<file path="src/sv/nta_pkg.sv">
`timescale 1ns / 1ps
`default_nettype none
// ----------------------------------------------------------------------------
// nta_pkg
// Shared types and constants of the nearest timestamp associator.
// ----------------------------------------------------------------------------
package nta_pkg;

  localparam int unsigned REF_DEPTH_DEF = 1024;
  localparam int unsigned STAMP_W       = 40;
  localparam int unsigned POS_W         = 32;
  localparam int unsigned GAP_W         = 24;
  localparam int unsigned ACT_W         = 2;
  localparam logic [GAP_W-1:0] MAX_GAP_RESET = 24'd100000;

  typedef enum logic [ACT_W-1:0] {
    ACT_CLEAR = 2'd0,
    ACT_LOAD  = 2'd1,
    ACT_QUERY = 2'd2
  } action_t;

  typedef enum logic [1:0] {
    ST_IDLE,
    ST_SCAN,
    ST_DRAIN,
    ST_EMIT
  } state_t;

  typedef struct packed {
    logic clear;
    logic load;
    logic start;
    logic issue;
    logic emit;
  } nta_cmd_t;

  typedef struct packed {
    logic scan_more;
    logic pipe_busy;
    logic found;
    logic out_free;
  } nta_status_t;

endpackage
`default_nettype wire

</file>
<file path="src/sv/nta_ctrl.sv">
`timescale 1ns / 1ps
`default_nettype none
// ----------------------------------------------------------------------------
// nta_ctrl
// Controller: accepts transactions and sequences the reference scan.
// ----------------------------------------------------------------------------
module nta_ctrl (
  input  logic                              clk,
  input  logic                              rst,
  input  logic                              in_valid,
  output logic                              in_ready,
  input  logic [nta_pkg::ACT_W-1:0]         action,
  input  nta_pkg::nta_status_t              status,
  output nta_pkg::nta_cmd_t                 cmd
);
  import nta_pkg::*;

  state_t state;
  state_t state_next;

  always_ff @(posedge clk) begin
    if (rst) begin
      state <= ST_IDLE;
    end else begin
      state <= state_next;
    end
  end

  always_comb begin
    state_next = state;
    in_ready   = 1'b0;
    cmd        = '0;
    unique case (state)
      ST_IDLE: begin
        in_ready = 1'b1;
        if (in_valid) begin
          unique case (action_t'(action))
            ACT_CLEAR: cmd.clear = 1'b1;
            ACT_LOAD:  cmd.load = 1'b1;
            ACT_QUERY: begin
              cmd.start  = 1'b1;
              state_next = ST_SCAN;
            end
            default: ;
          endcase
        end
      end
      ST_SCAN: begin
        if (status.scan_more) begin
          cmd.issue = 1'b1;
        end else begin
          state_next = ST_DRAIN;
        end
      end
      ST_DRAIN: begin
        if (!status.pipe_busy) begin
          state_next = status.found ? ST_EMIT : ST_IDLE;
        end
      end
      ST_EMIT: begin
        if (status.out_free) begin
          cmd.emit   = 1'b1;
          state_next = ST_IDLE;
        end
      end
      default: state_next = ST_IDLE;
    endcase
  end

  assert property (@(posedge clk) disable iff (rst)
    cmd.issue |-> state == ST_SCAN && !in_ready)
    else $error("scan read outside scan state");

  assert property (@(posedge clk) disable iff (rst)
    (state == ST_DRAIN && !status.pipe_busy && !status.found) |=> state == ST_IDLE)
    else $error("missed query did not return to idle");

  assert property (@(posedge clk) disable iff (rst)
    cmd.start |=> state == ST_SCAN)
    else $error("query start did not enter scan");

endmodule
`default_nettype wire

</file>
<file path="config.mk">
export PLATFORM = sky130hd
export DESIGN_NAME = nta_ctrl
export DESIGN_NICKNAME = d
export VERILOG_FILES = /design/src/sv/nta_pkg.sv /design/src/sv/nta_ctrl.sv
export SDC_FILE = /design/constraint.sdc
export NUM_CORES = 1
export LEC_CHECK = 0
export BUFFER_PORTS_ARGS = -buffer_cell sky130_fd_sc_hd__buf_2
export CORE_AREA = 4 4 41 43
export CTS_BUF_LIST = sky130_fd_sc_hd__clkbuf_16
export DETAILED_ROUTE_END_ITERATION = 7
export DIE_AREA = 0 0 45 47
export PLACE_DENSITY = 0.4
export SLEW_MARGIN = 20
export SYNTH_ARGS = -nofsm -noshare
export SYNTH_HDL_FRONTEND = slang
export SYNTH_SLANG_ARGS = --single-unit
</file>
<file path="constraint.sdc">
create_clock -name clk -period 0.93 [get_ports clk]
set_input_delay 0.0465 -clock clk [delete_from_list [all_inputs] [get_ports clk]]
set_output_delay 0.0465 -clock clk [all_outputs]
set_load 0.05 [all_outputs]
</file>
* Word level (Yosys, flattened, before mapping) *
Cells that the tools add are included.

operators by class
  add/sub/neg operators = 0
  multiply operators = 0
  divide/modulo/power cells = 0
  magnitude comparators = 0
  equality and inequality tests = 10
  shift-type cells = 0
  multiplexer cells = 17
  bitwise logic cells = 0
  reduce and logical (&&, ||, !) cells = 3

operators by type and width
  kind                  number
  $mux W2               6
  $mux W1               8
  $ne A2 B2 Y1 const B  4
  $pmux W2 S4           1
  $eq A2 B2 Y1 const B  3
  $mux W3               2
  $reduce_and A5 Y1     1
  $eq A2 B1 Y1 const B  2
  $logic_not A2 Y1      2
  $ne A2 B1 Y1 const B  1

word-level totals
  flip-flop bits (word level) = 2
  bits in latches = 0
  bits in writable memories = 0
  bits in read-only memories = 0
  bits of input ports = 9
  output and inout bits = 6
  word-level logic and storage cells = 31
  memories kept = 0

* Depth between registers and ports, before layout *
  depth after elaboration = 4
  gate-level depth with buffers = 3
  depth with buffers taken out = 3

* Worst setup path before layout *
OpenSTA, ideal clock, no wires.

  path kind = reg2out
  start point = reg state[0]
  end point = out cmd[3] (netlist bit)
  arrival = 2.148 ns
  data required time = 0.883 ns
  setup slack = -1.265 ns
  cell stages (with the launch flop) = 4
  buffers on the path = 0
  cells stage by stage = dfxtp_1 > nor2_2 > nand2_1 > nor3b_1

RTL lines
  element                 RTL line        source
  from (decl)             nta_ctrl.sv:18  state_t state;
  from (signal assigned)  nta_ctrl.sv:25  state <= state_next;
  to (decl)               nta_ctrl.sv:14  output nta_pkg::nta_cmd_t cmd

==> run_results.csv <==
group,metric,value,unit
status,outcome,"complete, but fails checks",
status,violations,"negative setup slack",
cts,clock_path_buffers,2,
finish,drive_above_1_share,74.4,%
detailed_routing,wl_met1,205,µm
power,p_leak,0.209,nW
detailed_routing,wl_met3,68,µm
logic_synthesis,synthTopCellsByArea,"dfxtp_1, o21ai_1, nand4bb_1, and2b_2, nand4b_1",
finish,nets,54,
flow_run,cap_violations,0,
place,placed_area,295,µm²
sta,fin_crit,1.18,ns
sta,setup_viol_count_final,7,
power,p_per_area,1960,nW/µm²
floorplan,die_w,45,µm
cts,cts_buffers,3,
logic_synthesis,syn_area_per_cell,7.57,µm²
floorplan,coreArea,1300,µm²
finish,final_area,454,µm²
logic_synthesis,yosysTopAreaCellShare,26.4,%
detailed_routing,drc,0,
worst_setup_path,worstPathMaxFanout,5,
worst_setup_path,critPathKind,"reg -> out",
place,io_buffer_count,14,
detailed_routing,drt-wirelength-per-cell,9.69,µm
cts,worstSkewPairLatency,0.22,ns
worst_hold_path,min_from,"status[1]",
floorplan,io_pins,15,
finish,n_antenna_cell,0,
finish,largest_reg_flops,2,
detailed_routing,antenna_left,0,
finish,reg_top3,"state (2)",
worst_setup_path,worst_setup_path_start_kind,"flip-flop",
logic_synthesis,netlist_area,151,µm²
global_routing,grt_max_degree,7,
logic_synthesis,ys_types,17,
logic_synthesis,ys_ff_latch,2,
worst_setup_path,worst_ep_arrival_time,1.13,ns
worst_setup_path,r2r-start,"state[1]",
finish,final_common_cell,"buf_2",
worst_setup_path,crit_path_end_kind,"output port",
global_routing,globalRouteTotalUtil,7.42,%
place,place_congestion,0.589,
worst_setup_path,cp.required,0.88,ns
floorplan,dieHeight,47,µm
logic_synthesis,synth.yosys.seq_area_share,26.4,%
global_routing,antenna_found_initial,0,
sta,worst_pin_slew,0.171,ns
sta,skew,0.000662,ns
sta,holdWs,0.135,ns
finish,largest_register,"state",
sta,drv_slew,0,
sta,slew_headroom,88.5,%
logic_synthesis,synth_warnings,0,
cts,cts.sinks,2,
detailed_routing,avgViaCountPerCell,4.07,
floorplan,dieArea,2120,µm²
detailed_routing,wl,562,µm
floorplan,num_rows,13,
cts,cts_tree,"built",
sta,rsz0062_at_grt,"true",
place,dp_hpwl,384,µm
cts,cts-htree-levels,1,
detailed_routing,drt_iter0_drc,2,
detailed_routing,via_count,236,
logic_synthesis,synth_top_area_cell,"dfxtp_1",
logic_synthesis,postSynthCellCount,20,
sta,setup_ws,-0.249,ns
logic_synthesis,syn_nets,29,
sta,hold_viol,0,
floorplan,start_util,11.6,%
worst_setup_path,startpoint,"state[1]",
finish,syn_to_final_growth,200,%
global_routing,grt_pass1_vias,235,
sta,final.period_utilization,127,%
finish,final_cell_mix,"buf_2, buf_4",
sta,max_clock_freq,0.848,GHz
worst_hold_path,hold_path_class,"in -> reg",
cts,cts_root_buf,"clkbuf_16",
global_routing,grt_pass1_wl,1030,µm
power,peakVddDrop,0.510,mV
detailed_routing,met2_length,270,µm
detailed_routing,maxUsedRoutingLayer,"met4",
cts,clkTransAtPathRegs,0.03,ns
sta,final.setup.tns,-1.21,ns
global_routing,overflow,0,
detailed_routing,drt_pass1_iterations,2,
==> kinds of logic (layout without fill, tap and decap cells) <==
kind of cell / count (synthesis) / count (layout) / share of synthesized area (%)
AND/OR/NAND/NOR: 12 / 12 / 53.7
AO/OA/AOI/OAI: 5 / 5 / 17.4
flip-flops: 2 / 2 / 26.4
buffers and inverters: 1 / 24 / 2.48
==> through the flow <==
step	power, mW	util, %	setup WS [ns]	std cells
after floorplan	0.164	-	-0.396	20
after global placement	0.207	22.7	-0.122	51
after detailed placement	0.206	22.7	-0.131	51
after CTS	0.901	34.3	-0.247	57
after global routing	0.926	34.9	-0.319	58
final	0.890	34.9	-0.249	58
==> critical path: stages, from the launching register on <==
cell and delay (ns):
dfxtp_2 0.34, nor2_4 0.13, nand2_4 0.08, nor3b_4 0.18, buf_6 0.18
==> cell usage after synthesis (all sizes together) <==
cell type and n:
and2 1, dfxtp 2, inv 1, a31oi 1, or2 1, nand4bb 1, o21ai 3, nor2b 1
nand4b 1, nor2 2, nor3 1, and2b 1, nand2 1, nor3b 1, a21oi 1, and3 1
==> layer usage <==
metal | vias up | track usage, %
li1 | 119 | -
met1 | 102 | 7.26
met2 | 13 | 10.7
met3 | 2 | 4.60
met4 | 0 | 7.02
met5 | - | 0
==> power by group <==
part	switching [mW]	total, mW	internal, mW
Combinational	0.0762	0.146	0.0693
Sequential	0.00394	0.0942	0.0902
Clock	0.103	0.650	0.547
==> area by class of cell <==
type	instances	area (µm²)
Inverter	1	6.26
Clock buffer	3	75.1
Timing Repair Buffer	20	166
Multi-Input combinational cell	17	145
Tap cell	15	18.8
Sequential cell	2	42.5
Fill cell	149	847
==> path summary, 6_finish.rpt <==
kind	to	slack, ns	cells past startpoint
min	state[0]	0.13	3
max reg2reg	state[0]	-0.09	4
min reg2reg	state[1]	0.65	3
max	cmd[3]	-0.25	4
==> repair_timing <==
item | CTS | global route
pin swaps | 2 | 1
hold buffers | 1 | 0
hold endpoints to repair | 2 | 0
setup endpoints to repair | 7 | 8
resized for setup | 17 | 0
cloned | 0 | 0
buffers inserted | 2 | 1
Note: power is estimated with default switching activity, not from simulation.
